[config.mk]
export PLATFORM = sky130hd
export DESIGN_NAME = text_word_wrap_layout_core
export DESIGN_NICKNAME = d
export VERILOG_FILES = /design/src/hdl/tww_pkg.sv /design/src/hdl/tww_ram.sv /design/src/hdl/tww_ctrl.sv /design/src/hdl/tww_dp.sv /design/src/hdl/text_word_wrap_layout_core.sv
export SDC_FILE = /design/constraint.sdc
export NUM_CORES = 1
export LEC_CHECK = 0
export BUFFER_PORTS_ARGS = -buffer_cell sky130_fd_sc_hd__buf_4
export CAP_MARGIN = 20
export CORE_ASPECT_RATIO = 1.5
export CORE_MARGIN = 8
export CORE_UTILIZATION = 50
export CTS_BUF_LIST = sky130_fd_sc_hd__clkbuf_8
export DETAILED_ROUTE_END_ITERATION = 16
export PLACE_DENSITY = 0.66
export SLEW_MARGIN = 20
export SYNTH_ARGS = -nofsm -noshare
export SYNTH_HDL_FRONTEND = slang
export SYNTH_HIERARCHICAL = 1
export SYNTH_SLANG_ARGS = --single-unit
[constraint.sdc]
create_clock -name clk -period 6.3 [get_ports clk]
set_input_delay 1.26 -clock clk [delete_from_list [all_inputs] [get_ports clk]]
set_output_delay 1.26 -clock clk [all_outputs]
set_load 0.03 [all_outputs]
[src/hdl/tww_pkg.sv]
// ----------------------------------------------------------------------------
// tww_pkg
// Shared types and constants of the text word-wrap layout block.
// ----------------------------------------------------------------------------
package tww_pkg;

  // Fixed field widths
  localparam int COORD_W   = 12;
  localparam int CODE_W    = 7;
  localparam int CHAR_W    = 8;
  localparam int LC_W      = 6;
  localparam int SCALE_W   = 4;
  localparam int CFG_W     = 12;
  localparam int CFG_IDX_W = 2;

  localparam logic [COORD_W-1:0] COORD_MAX = '1;

  // Input actions
  typedef enum logic [1:0] {
    ACT_BEGIN = 2'd0,
    ACT_CHAR  = 2'd1,
    ACT_END   = 2'd2
  } action_t;

  // Special character codes
  localparam logic [CHAR_W-1:0] CH_NEWLINE = 8'd10;
  localparam logic [CHAR_W-1:0] CH_SPACE   = 8'd32;
  localparam logic [CODE_W-1:0] CH_SUBST   = 7'd63;

  // Result kinds
  localparam logic KIND_GLYPH = 1'b0;
  localparam logic KIND_DONE  = 1'b1;

  // Configuration register indexes
  localparam logic [CFG_IDX_W-1:0] REG_ORIGIN_X   = 2'd0;
  localparam logic [CFG_IDX_W-1:0] REG_LINE_CHARS = 2'd1;
  localparam logic [CFG_IDX_W-1:0] REG_SCALE      = 2'd2;

  // Configuration reset values
  localparam logic [COORD_W-1:0] ORIGIN_X_RST   = 12'd20;
  localparam logic [LC_W-1:0]    LINE_CHARS_RST = 6'd48;
  localparam logic [SCALE_W-1:0] SCALE_RST      = 4'd1;

  // Channel payloads
  typedef struct packed {
    logic [1:0]         action;
    logic [CHAR_W-1:0]  char_code;
    logic [COORD_W-1:0] start_y;
  } in_item_t;

  typedef struct packed {
    logic               kind;
    logic [CODE_W-1:0]  glyph_code;
    logic [COORD_W-1:0] pos_x;
    logic [COORD_W-1:0] pos_y;
    logic               last;
  } out_item_t;

  // Controller states
  typedef enum logic [2:0] {
    ST_IDLE,
    ST_DECODE,
    ST_EMIT,
    ST_FINISH,
    ST_STORE,
    ST_REPORT
  } state_t;

  // Controller to datapath commands
  typedef struct packed {
    logic capture;
    logic begin_text;
    logic store;
    logic emit_start;
    logic emit_step;
    logic finish;
    logic report;
  } ctrl_cmd_t;

  // Datapath to controller status
  typedef struct packed {
    action_t act;
    logic    is_newline;
    logic    line_full;
    logic    line_open;
    logic    emit_done;
    logic    slot_free;
  } dp_status_t;

endpackage

[src/hdl/tww_ram.sv]
// ----------------------------------------------------------------------------
// tww_ram
// Simple dual-port RAM, one write and one read port, registered read data.
// ----------------------------------------------------------------------------
module tww_ram #(
  parameter int WIDTH = 7,
  parameter int DEPTH = 48
) (
  input  logic                                       clk,
  input  logic                                       we,
  input  logic [((DEPTH > 1) ? $clog2(DEPTH) : 1)-1:0] waddr,
  input  logic [WIDTH-1:0]                           wdata,
  input  logic                                       re,
  input  logic [((DEPTH > 1) ? $clog2(DEPTH) : 1)-1:0] raddr,
  output logic [WIDTH-1:0]                           rdata
);

  logic [WIDTH-1:0] mem [DEPTH];

  // Write port
  always_ff @(posedge clk) begin
    if (we) begin
      mem[waddr] <= wdata;
    end
  end

  // Read port; data holds until the next read
  always_ff @(posedge clk) begin
    if (re) begin
      rdata <= mem[raddr];
    end
  end

endmodule

[src/hdl/tww_ctrl.sv]
// ----------------------------------------------------------------------------
// tww_ctrl
// Sequencer of the word-wrap block: decodes each item and steps the datapath
// through line emission, wrap bookkeeping, storing and the end report.
// ----------------------------------------------------------------------------
module tww_ctrl (
  input  logic                 clk,
  input  logic                 rst_n,
  input  logic                 in_valid,
  output logic                 in_stall,
  input  tww_pkg::dp_status_t  st,
  output tww_pkg::ctrl_cmd_t   cmd
);
  import tww_pkg::*;

  state_t state_r, state_nxt;

  // State register
  always_ff @(posedge clk) begin
    if (!rst_n) begin
      state_r <= ST_IDLE;
    end else begin
      state_r <= state_nxt;
    end
  end

  // Next state and commands
  always_comb begin
    state_nxt = state_r;
    cmd       = '0;
    in_stall  = 1'b1;
    unique case (state_r)
      ST_IDLE: begin
        in_stall = 1'b0;
        if (in_valid) begin
          cmd.capture = 1'b1;
          state_nxt   = ST_DECODE;
        end
      end
      ST_DECODE: begin
        unique case (st.act)
          ACT_BEGIN: begin
            cmd.begin_text = 1'b1;
            state_nxt      = ST_IDLE;
          end
          ACT_CHAR: begin
            if (st.is_newline || st.line_full) begin
              cmd.emit_start = 1'b1;
              state_nxt      = ST_EMIT;
            end else begin
              cmd.store = 1'b1;
              state_nxt = ST_IDLE;
            end
          end
          ACT_END: begin
            if (st.line_open) begin
              cmd.emit_start = 1'b1;
              state_nxt      = ST_EMIT;
            end else begin
              state_nxt = ST_REPORT;
            end
          end
          default: begin
            state_nxt = ST_IDLE;
          end
        endcase
      end
      ST_EMIT: begin
        if (st.emit_done) begin
          state_nxt = ST_FINISH;
        end else if (st.slot_free) begin
          cmd.emit_step = 1'b1;
        end
      end
      ST_FINISH: begin
        cmd.finish = 1'b1;
        if (st.act == ACT_END) begin
          state_nxt = ST_REPORT;
        end else if (st.is_newline) begin
          state_nxt = ST_IDLE;
        end else begin
          state_nxt = ST_STORE;
        end
      end
      ST_STORE: begin
        cmd.store = 1'b1;
        state_nxt = ST_IDLE;
      end
      ST_REPORT: begin
        if (st.slot_free) begin
          cmd.report = 1'b1;
          state_nxt  = ST_IDLE;
        end
      end
      default: begin
        state_nxt = ST_IDLE;
      end
    endcase
  end

endmodule

[src/hdl/tww_dp.sv]
// ----------------------------------------------------------------------------
// tww_dp
// Datapath of the word-wrap block: configuration, line bookkeeping, the
// circular addressing of the line store, coordinates and the output stage.
// ----------------------------------------------------------------------------
module tww_dp #(
  parameter int MAX_LINE_CHARS = 48
) (
  input  logic                                   clk,
  input  logic                                   rst_n,
  // configuration
  input  logic                                   cfg_we,
  input  logic [tww_pkg::CFG_IDX_W-1:0]          cfg_idx,
  input  logic [tww_pkg::CFG_W-1:0]              cfg_data,
  // input payload
  input  tww_pkg::in_item_t                      in_item,
  // controller
  input  tww_pkg::ctrl_cmd_t                     cmd,
  output tww_pkg::dp_status_t                    st,
  // line store
  output logic                                   ram_we,
  output logic [((MAX_LINE_CHARS > 1) ? $clog2(MAX_LINE_CHARS) : 1)-1:0] ram_waddr,
  output logic [tww_pkg::CODE_W-1:0]             ram_wdata,
  output logic                                   ram_re,
  output logic [((MAX_LINE_CHARS > 1) ? $clog2(MAX_LINE_CHARS) : 1)-1:0] ram_raddr,
  input  logic [tww_pkg::CODE_W-1:0]             ram_rdata,
  // result channel
  output logic                                   out_valid,
  input  logic                                   out_stall,
  output tww_pkg::out_item_t                     out_item
);
  import tww_pkg::*;

  localparam int AW = (MAX_LINE_CHARS > 1) ? $clog2(MAX_LINE_CHARS) : 1;
  localparam int CW = $clog2(MAX_LINE_CHARS + 1);
  localparam int SW = CW + 1;

  // Physical slot of a logical line position (base is the line's first slot)
  function automatic logic [AW-1:0] phys_addr(input logic [AW-1:0] b,
                                               input logic [CW-1:0] off);
    logic [SW-1:0] s;
    s = SW'(b) + SW'(off);
    if (s >= SW'(MAX_LINE_CHARS)) begin
      s = s - SW'(MAX_LINE_CHARS);
    end
    return s[AW-1:0];
  endfunction

  // Saturating coordinate add
  function automatic logic [COORD_W-1:0] sat_add(input logic [COORD_W-1:0] a,
                                                 input logic [7:0] b);
    logic [COORD_W:0] s;
    s = {1'b0, a} + (COORD_W+1)'(b);
    return s[COORD_W] ? COORD_MAX : s[COORD_W-1:0];
  endfunction

  // Configuration registers
  logic [COORD_W-1:0] origin_r;
  logic [LC_W-1:0]    lchars_r;
  logic [SCALE_W-1:0] scale_r;

  always_ff @(posedge clk) begin
    if (!rst_n) begin
      origin_r <= ORIGIN_X_RST;
      lchars_r <= LINE_CHARS_RST;
      scale_r  <= SCALE_RST;
    end else if (cfg_we) begin
      unique case (cfg_idx)
        REG_ORIGIN_X:   origin_r <= cfg_data[COORD_W-1:0];
        REG_LINE_CHARS: lchars_r <= cfg_data[LC_W-1:0];
        REG_SCALE:      scale_r  <= cfg_data[SCALE_W-1:0];
        default: ;
      endcase
    end
  end

  // Captured item
  logic [1:0]         act_r;
  logic [CHAR_W-1:0]  ch_r;
  logic [COORD_W-1:0] sy_r;

  always_ff @(posedge clk) begin
    if (cmd.capture) begin
      act_r <= in_item.action;
      ch_r  <= in_item.char_code;
      sy_r  <= in_item.start_y;
    end
  end

  logic              is_nl, is_sp;
  logic [CODE_W-1:0] code7;
  assign is_nl = (ch_r == CH_NEWLINE);
  assign is_sp = (ch_r == CH_SPACE);
  assign code7 = ch_r[CHAR_W-1] ? CH_SUBST : ch_r[CODE_W-1:0];

  // Effective line width, clamped to 1..MAX_LINE_CHARS
  logic [CW-1:0] limit;
  always_comb begin
    if (lchars_r == '0) begin
      limit = CW'(1);
    end else if ({1'b0, lchars_r} > (LC_W+1)'(MAX_LINE_CHARS)) begin
      limit = CW'(MAX_LINE_CHARS);
    end else begin
      limit = CW'(lchars_r);
    end
  end

  // Glyph pitch 8*scale and line pitch 10*scale
  logic [7:0] xstep, rstep;
  assign xstep = {1'b0, scale_r, 3'b000};
  assign rstep = {1'b0, scale_r, 3'b000} + {3'b000, scale_r, 1'b0};

  // Line state
  logic [CW-1:0]      fill_r, fill_nxt;
  logic [CW-1:0]      sidx_r, sidx_nxt;
  logic               sseen_r, sseen_nxt;
  logic               lopen_r, lopen_nxt;
  logic [AW-1:0]      base_r, base_nxt;
  logic [COORD_W-1:0] cursor_r, cursor_nxt;
  logic               store_ok;

  assign store_ok  = !(is_sp && (fill_r == '0)) && (fill_r < CW'(MAX_LINE_CHARS));
  assign ram_waddr = phys_addr(base_r, fill_r);
  assign ram_wdata = code7;

  always_comb begin
    fill_nxt   = fill_r;
    sidx_nxt   = sidx_r;
    sseen_nxt  = sseen_r;
    lopen_nxt  = lopen_r;
    base_nxt   = base_r;
    cursor_nxt = cursor_r;
    ram_we     = 1'b0;
    // begin text: new row, empty line
    if (cmd.begin_text) begin
      cursor_nxt = sy_r;
      fill_nxt   = '0;
      sidx_nxt   = '0;
      sseen_nxt  = 1'b0;
      lopen_nxt  = 1'b0;
    end
    // after a line went out: advance row, then carry the tail or close
    if (cmd.finish) begin
      cursor_nxt = sat_add(cursor_r, rstep);
      if ((act_r == ACT_CHAR) && !is_nl) begin
        if (sseen_r) begin
          base_nxt = phys_addr(base_r, sidx_r + CW'(1));
          fill_nxt = fill_r - sidx_r - CW'(1);
        end else begin
          fill_nxt = '0;
        end
      end else begin
        fill_nxt  = '0;
        lopen_nxt = 1'b0;
      end
      sidx_nxt  = '0;
      sseen_nxt = 1'b0;
    end
    // append the character; a leading space only opens the line
    if (cmd.store) begin
      lopen_nxt = 1'b1;
      if (store_ok) begin
        ram_we   = 1'b1;
        fill_nxt = fill_r + CW'(1);
        if (is_sp) begin
          sidx_nxt  = fill_r;
          sseen_nxt = 1'b1;
        end
      end
    end
  end

  always_ff @(posedge clk) begin
    if (!rst_n) begin
      fill_r   <= '0;
      sidx_r   <= '0;
      sseen_r  <= 1'b0;
      lopen_r  <= 1'b0;
      base_r   <= '0;
      cursor_r <= '0;
    end else begin
      fill_r   <= fill_nxt;
      sidx_r   <= sidx_nxt;
      sseen_r  <= sseen_nxt;
      lopen_r  <= lopen_nxt;
      base_r   <= base_nxt;
      cursor_r <= cursor_nxt;
    end
  end

  // Emission counter and running x coordinate
  logic [CW-1:0]      cnt_r, n_r;
  logic [COORD_W-1:0] xacc_r;
  logic               last_glyph;

  always_ff @(posedge clk) begin
    if (!rst_n) begin
      cnt_r <= '0;
      n_r   <= '0;
    end else if (cmd.emit_start) begin
      cnt_r <= '0;
      n_r   <= ((act_r == ACT_CHAR) && !is_nl && sseen_r) ? sidx_r : fill_r;
    end else if (cmd.emit_step) begin
      cnt_r <= cnt_r + CW'(1);
    end
  end

  always_ff @(posedge clk) begin
    if (cmd.emit_start) begin
      xacc_r <= origin_r;
    end else if (cmd.emit_step) begin
      xacc_r <= sat_add(xacc_r, xstep);
    end
  end

  assign last_glyph = (((CW+1)'(cnt_r) + (CW+1)'(1)) == (CW+1)'(n_r)) &&
                      (act_r != ACT_END);
  assign ram_re    = cmd.emit_step;
  assign ram_raddr = phys_addr(base_r, cnt_r);

  // Pending slot: a result waiting for the output register (a glyph's code is in the RAM read register)
  logic               pend_r;
  logic               pkind_r;
  logic [COORD_W-1:0] px_r, py_r;
  logic               plast_r;
  logic               ovalid_r;
  out_item_t          out_r;
  logic               mv;

  assign mv = pend_r && (!ovalid_r || !out_stall);

  always_ff @(posedge clk) begin
    if (!rst_n) begin
      pend_r <= 1'b0;
    end else if (cmd.emit_step || cmd.report) begin
      pend_r <= 1'b1;
    end else if (mv) begin
      pend_r <= 1'b0;
    end
  end

  always_ff @(posedge clk) begin
    if (cmd.emit_step) begin
      pkind_r <= KIND_GLYPH;
      px_r    <= xacc_r;
      py_r    <= cursor_r;
      plast_r <= last_glyph;
    end else if (cmd.report) begin
      pkind_r <= KIND_DONE;
      px_r    <= '0;
      py_r    <= cursor_r;
      plast_r <= 1'b1;
    end
  end

  // Output register
  always_ff @(posedge clk) begin
    if (!rst_n) begin
      ovalid_r <= 1'b0;
    end else if (mv) begin
      ovalid_r <= 1'b1;
    end else if (!out_stall) begin
      ovalid_r <= 1'b0;
    end
  end

  always_ff @(posedge clk) begin
    if (mv) begin
      out_r.kind       <= pkind_r;
      out_r.glyph_code <= (pkind_r == KIND_DONE) ? '0 : ram_rdata;
      out_r.pos_x      <= px_r;
      out_r.pos_y      <= py_r;
      out_r.last       <= plast_r;
    end
  end

  assign out_valid = ovalid_r;
  assign out_item  = out_r;

  // Status
  assign st.act        = action_t'(act_r);
  assign st.is_newline = is_nl;
  assign st.line_full  = (fill_r >= limit);
  assign st.line_open  = lopen_r;
  assign st.emit_done  = (cnt_r == n_r);
  assign st.slot_free  = !pend_r || mv;

endmodule

[src/hdl/text_word_wrap_layout_core.sv]
// ----------------------------------------------------------------------------
// text_word_wrap_layout_core
// Greedy word-wrap layout of a character stream into glyph placements.
// ----------------------------------------------------------------------------
// Usage:
//   Input channel (in_valid / in_stall / in_item): begin, character and end
//   items. One item is taken at a time; in_stall is high while it is worked.
//   Begin, an ignored action or a character that only appends returns to idle
//   after its decode. A line goes out one glyph per cycle, unless the result
//   channel stalls, from the line store's read port: a newline then finishes,
//   a wrapping character finishes and stores, and an end item with an open line
//   finishes and reports; an end item with no open line goes straight to report.
//   Result channel (out_valid / out_stall / out_item): an output register.
//   A glyph passes the RAM read register and the pending slot into it.
//   A stalled receiver holds the result; one more glyph waits in the RAM read
//   register, after which emission pauses. The next item is accepted while
//   results still wait.
//   Configuration (cfg_we / cfg_idx / cfg_data): write only while idle.
//   Reset: rst_n low (synchronous) restores origin 20, 48 chars, scale 1,
//   clears line state and the row cursor. The line store is not cleared.
// ----------------------------------------------------------------------------
module text_word_wrap_layout_core #(
  parameter int MAX_LINE_CHARS = 48
) (
  input  logic                            clk,
  input  logic                            rst_n,
  // input channel
  input  logic                            in_valid,
  output logic                            in_stall,
  input  tww_pkg::in_item_t               in_item,
  // result channel
  output logic                            out_valid,
  input  logic                            out_stall,
  output tww_pkg::out_item_t              out_item,
  // configuration
  input  logic                            cfg_we,
  input  logic [tww_pkg::CFG_IDX_W-1:0]   cfg_idx,
  input  logic [tww_pkg::CFG_W-1:0]       cfg_data
);
  import tww_pkg::*;

  localparam int AW = (MAX_LINE_CHARS > 1) ? $clog2(MAX_LINE_CHARS) : 1;

  ctrl_cmd_t         cmd;
  dp_status_t        st;
  logic              ram_we, ram_re;
  logic [AW-1:0]     ram_waddr, ram_raddr;
  logic [CODE_W-1:0] ram_wdata, ram_rdata;

  // Sequencer
  tww_ctrl u_ctrl (
    .clk      (clk),
    .rst_n    (rst_n),
    .in_valid (in_valid),
    .in_stall (in_stall),
    .st       (st),
    .cmd      (cmd)
  );

  // Datapath
  tww_dp #(
    .MAX_LINE_CHARS (MAX_LINE_CHARS)
  ) u_dp (
    .clk       (clk),
    .rst_n     (rst_n),
    .cfg_we    (cfg_we),
    .cfg_idx   (cfg_idx),
    .cfg_data  (cfg_data),
    .in_item   (in_item),
    .cmd       (cmd),
    .st        (st),
    .ram_we    (ram_we),
    .ram_waddr (ram_waddr),
    .ram_wdata (ram_wdata),
    .ram_re    (ram_re),
    .ram_raddr (ram_raddr),
    .ram_rdata (ram_rdata),
    .out_valid (out_valid),
    .out_stall (out_stall),
    .out_item  (out_item)
  );

  // Line store
  tww_ram #(
    .WIDTH (CODE_W),
    .DEPTH (MAX_LINE_CHARS)
  ) u_line_ram (
    .clk   (clk),
    .we    (ram_we),
    .waddr (ram_waddr),
    .wdata (ram_wdata),
    .re    (ram_re),
    .raddr (ram_raddr),
    .rdata (ram_rdata)
  );

`ifndef ASSERT_OFF
  // an accepted item makes the input side busy in the next cycle
  a_accept_busy: assert property (@(posedge clk) disable iff (!rst_n)
    (in_valid && !in_stall) |=> in_stall)
    else $error("input accepted on two consecutive cycles");

  // a RAM read is issued only when its result has somewhere to go
  a_step_slot: assert property (@(posedge clk) disable iff (!rst_n)
    cmd.emit_step |-> st.slot_free)
    else $error("glyph read issued with pending slot occupied");

  // the end report is the final result of its item and carries no glyph
  a_report_form: assert property (@(posedge clk) disable iff (!rst_n)
    (out_valid && (out_item.kind == KIND_DONE)) |->
      (out_item.last && (out_item.glyph_code == '0) && (out_item.pos_x == '0)))
    else $error("malformed end report");
`endif

endmodule
==> metrics.txt <==
num ports 76; WP data required between 6 and 7 ns; worst rel slew slack between 20% and 30%; largest area contributor in the netlist edfxtp_1; Final Max Tran Viols 0; initial antenna violation count 1; Switch Pwr 1410 uW; register share of total power about 56%; antenna-violating nets left 0; most used cell, CP a21oi_1; Max FO, Critical Path 12; worst reg-to-reg setup slack between 0.7 and 0.8 ns; Synth top cells by count 435 x edfxtp_1, 133 x mux2i_1, 92 x nor2_1, 91 x nand2_1, 72 x dfxtp_1; drt total wl slightly above 50000 microns; synth top area cells edfxtp_1 59%, dfxtp_1 6.5%, mux2i_1 6.0%; Inserted Clock Buffers 74; vias per cell 5.69; fill cell count 3494; fraction of layout cells with a size suffix above 1 16.5%; global-route wire length before repair 77000 microns; CTS tree built; cell-internal power between 5000 and 6000 uW; core area 0.0439 sq mm; sequential share of the synthesized area about two thirds; syn_area_per_cell about 15 sq um; syn_nets 1613; endpoints failing hold 0; slowest CP cell nor4bb_1; Starting Density between 50% and 60%; IO Port Bufs between 70 and 80; setup TNS 0 ns; Peak VDD IR between 0.2 and 0.25 mV; Clock Path Buffers 3; Setup WS post-layout between 0.7 and 0.8 ns; hold slack 0.414 ns; share of the synthesized area in the top cell type between 50% and 60%; Die Height approximately 270 microns; HPWL Detailed 34700 microns; Core Rows 94; Clock Power Share between 40% and 50%; worst hold-check path type flip-flop to flip-flop; synthesis-to-layout area growth 11.7%; Syn Std Cell Area 0.0222 sq mm; Die ar. between 0.05 and 0.06 sq mm; switching part of the total about a fifth; worst-margin pin slew ~1.1 ns; grt ovf 0; Synth cell types roughly 70; CP max stage delay approximately 0.72 ns; cell with the most instances after synthesis edfxtp_1; fin cells about 2.2k; dpl cells approximately 2.1k; status finished clean; Max Cap Viol 0; Final Wtd Congestion around 0.85; unrepaired setup endpoints after global routing no; Pre-antenna DRT Iters 5; Max Clk Rate 0.181 GHz; Crit. End Element flip-flop; number of synthesized register bits 507; CTS H-tree depth 3; crit-path cells nor4_1, a22o_1, ha_1, nand2b_1, a21o_1, a21oi_1, nor2b_1, o21ai_0, a21oi_1, or4_4, a21oi_2, a21boi_0, o21ai_1, inv_1, nor4bb_1, nand2_1, nor2_1; power density cells between 200 and 300 mW/mm^2; largest net degree at the start of global routing 85; number of synthesized flops with an enable pin 435; NumNets Final 1715; Worst Path Arrival approximately 5.8 ns; total number of vias between 10k and 15k; Sink Count between 500 and 600; clock slew at reported path FFs ~0.06 ns; combinational share of power 3.4%; min cycle time layout ~5.5 ns; Post-CTS Resized 0; kind of critical path flip-flop to flip-flop; crit share post-route between 80% and 90%; die width around 190 microns; worst slack, placed between 0.8 and 0.9 ns; DR DRC count 0; Main synth FF type edfxtp_1; clock root buffer clkbuf_8; Total GRT Usage between 10% and 20%; Syn Inst Count 1508; startpoint types flip-flop; Iteration-0 DRC Markers 858; wire length per cell about 23 microns; synth warn 6; Final setup violation count 0; async set-reset flop share out of synthesis 0%; vias in the first global route 13.2k; worst skew pair latency about 0.63 ns; Final Skew between 0.02 and 0.025 ns; LEAKAGE approximately 0.0085 uW; # Post-CTS Setup Buffers 0; # hold bufs at CTS 0
metal layers:
| metal | vias up | GRT usage (%) | share of wire, % |
|---|---|---|---|
| met5 | - | 0 | 0 |
| li1 | 5954 | - | - |
| met4 | 0 | 11.3 | 5.4 |
| met3 | 146 | 3.19 | 4.5 |
| met2 | 428 | 35.9 | 53 |
| met1 | 6215 | 21.5 | 37 |
power by group through the flow:
stage / registers (uW) / logic (uW) / clock network, uW
finish: 3700 / 225 / 2730
floorplan: 3750 / 134 / 0
CTS: 3700 / 227 / 2810
global route: 3700 / 246 / 2930
global placement: 3770 / 222 / 0
detailed placement: 3770 / 225 / 0
cell usage in the layout, fill, tap and decap left out, types with 23 or more instances in the layout:
master,n
mux4_2,23
nor2_1,90
xnor2_1,29
nand3_1,26
clkbuf_8,76
a21oi_1,68
edfxtp_1,435
inv_1,58
mux2i_1,133
a22oi_1,31
ha_1,55
nor2b_1,38
dfxtp_1,72
o21ai_0,36
nand2_1,91
buf_4,97
cell families (layout without fill, tap and decap cells):
logic type                 after synthesis  count (layout)  synth area share [%]
AOI/OAI and AO/OA                      268             268                  8.68
xor gates and xnor gates                43              43                  1.70
adders and majority gates               64              64                  3.88
buffers and inverters                  115             270                  2.75
DFF                                    507             507                  65.4
muxes                                  172             172                  9.97
other                                    0               1                     0
and+or+nand+nor                        339             339                  7.60
critical path: cells and delay by family (launching register included):
kind	cells	cell delay, ns
buffers and inverters	1	0.35
AND/OR/NAND/NOR	7	2.54
adder cells (fa/ha/maj)	1	0.22
flip-flops	1	0.32
AO/OA/AOI/OAI	8	1.74
path summary, 6_finish.rpt:
check | startpoint | endpoint | cells past startpoint
setup / recovery | u_dp/lchars_r[1] | u_line_ram/mem[19][1] | 17
hold / removal | u_dp/py_r[9] | u_dp/out_item[10] | 0
setup reg to reg | u_dp/lchars_r[1] | u_line_ram/mem[19][1] | 17
hold reg to reg | u_dp/py_r[9] | u_dp/out_item[10] | 0
final cells by class:
type / instances / area [sq um] / share of cell area [%]
multi-input cells: 886 / 7110 / 28.7
well taps: 576 / 721 / 2.91
clock buffers: 76 / 1050 / 4.22
inverters: 43 / 161 / 0.652
diodes: 1 / 2.50 / 0.0101
clock inverters: 53 / 480 / 1.94
repair buffers: 98 / 748 / 3.02
flip-flops and latches: 507 / 14500 / 58.6
registers in the layout, indices dropped and copies added (netlist names), 2 cells and up:
signal / flops
u_dp/n_r: 6
u_dp/act_r: 2
u_line_ram/rdata: 7
u_dp/fill_r: 6
u_dp/py_r: 12
u_line_ram/mem: 336
u_dp/out_item: 33
u_dp/px_r: 12
u_dp/sy_r: 12
u_ctrl/state_r: 3
u_dp/cnt_r: 6
u_dp/ch_r: 8
u_dp/scale_r: 4
u_dp/origin_r: 12
u_dp/cursor_r: 12
u_dp/lchars_r: 6
u_dp/sidx_r: 6
u_dp/base_r: 6
u_dp/xacc_r: 12
stage by stage:
step	cell area (sq um)	util [%]	power, uW
after floorplan	22200	-	3890
after global placement	23200	53.0	3990
after detailed placement	23200	53.0	3990
after CTS	24800	56.4	6730
after global routing	24800	56.5	6880
final	24800	56.5	6660
Note: power is estimated with default switching activity, not from simulation.
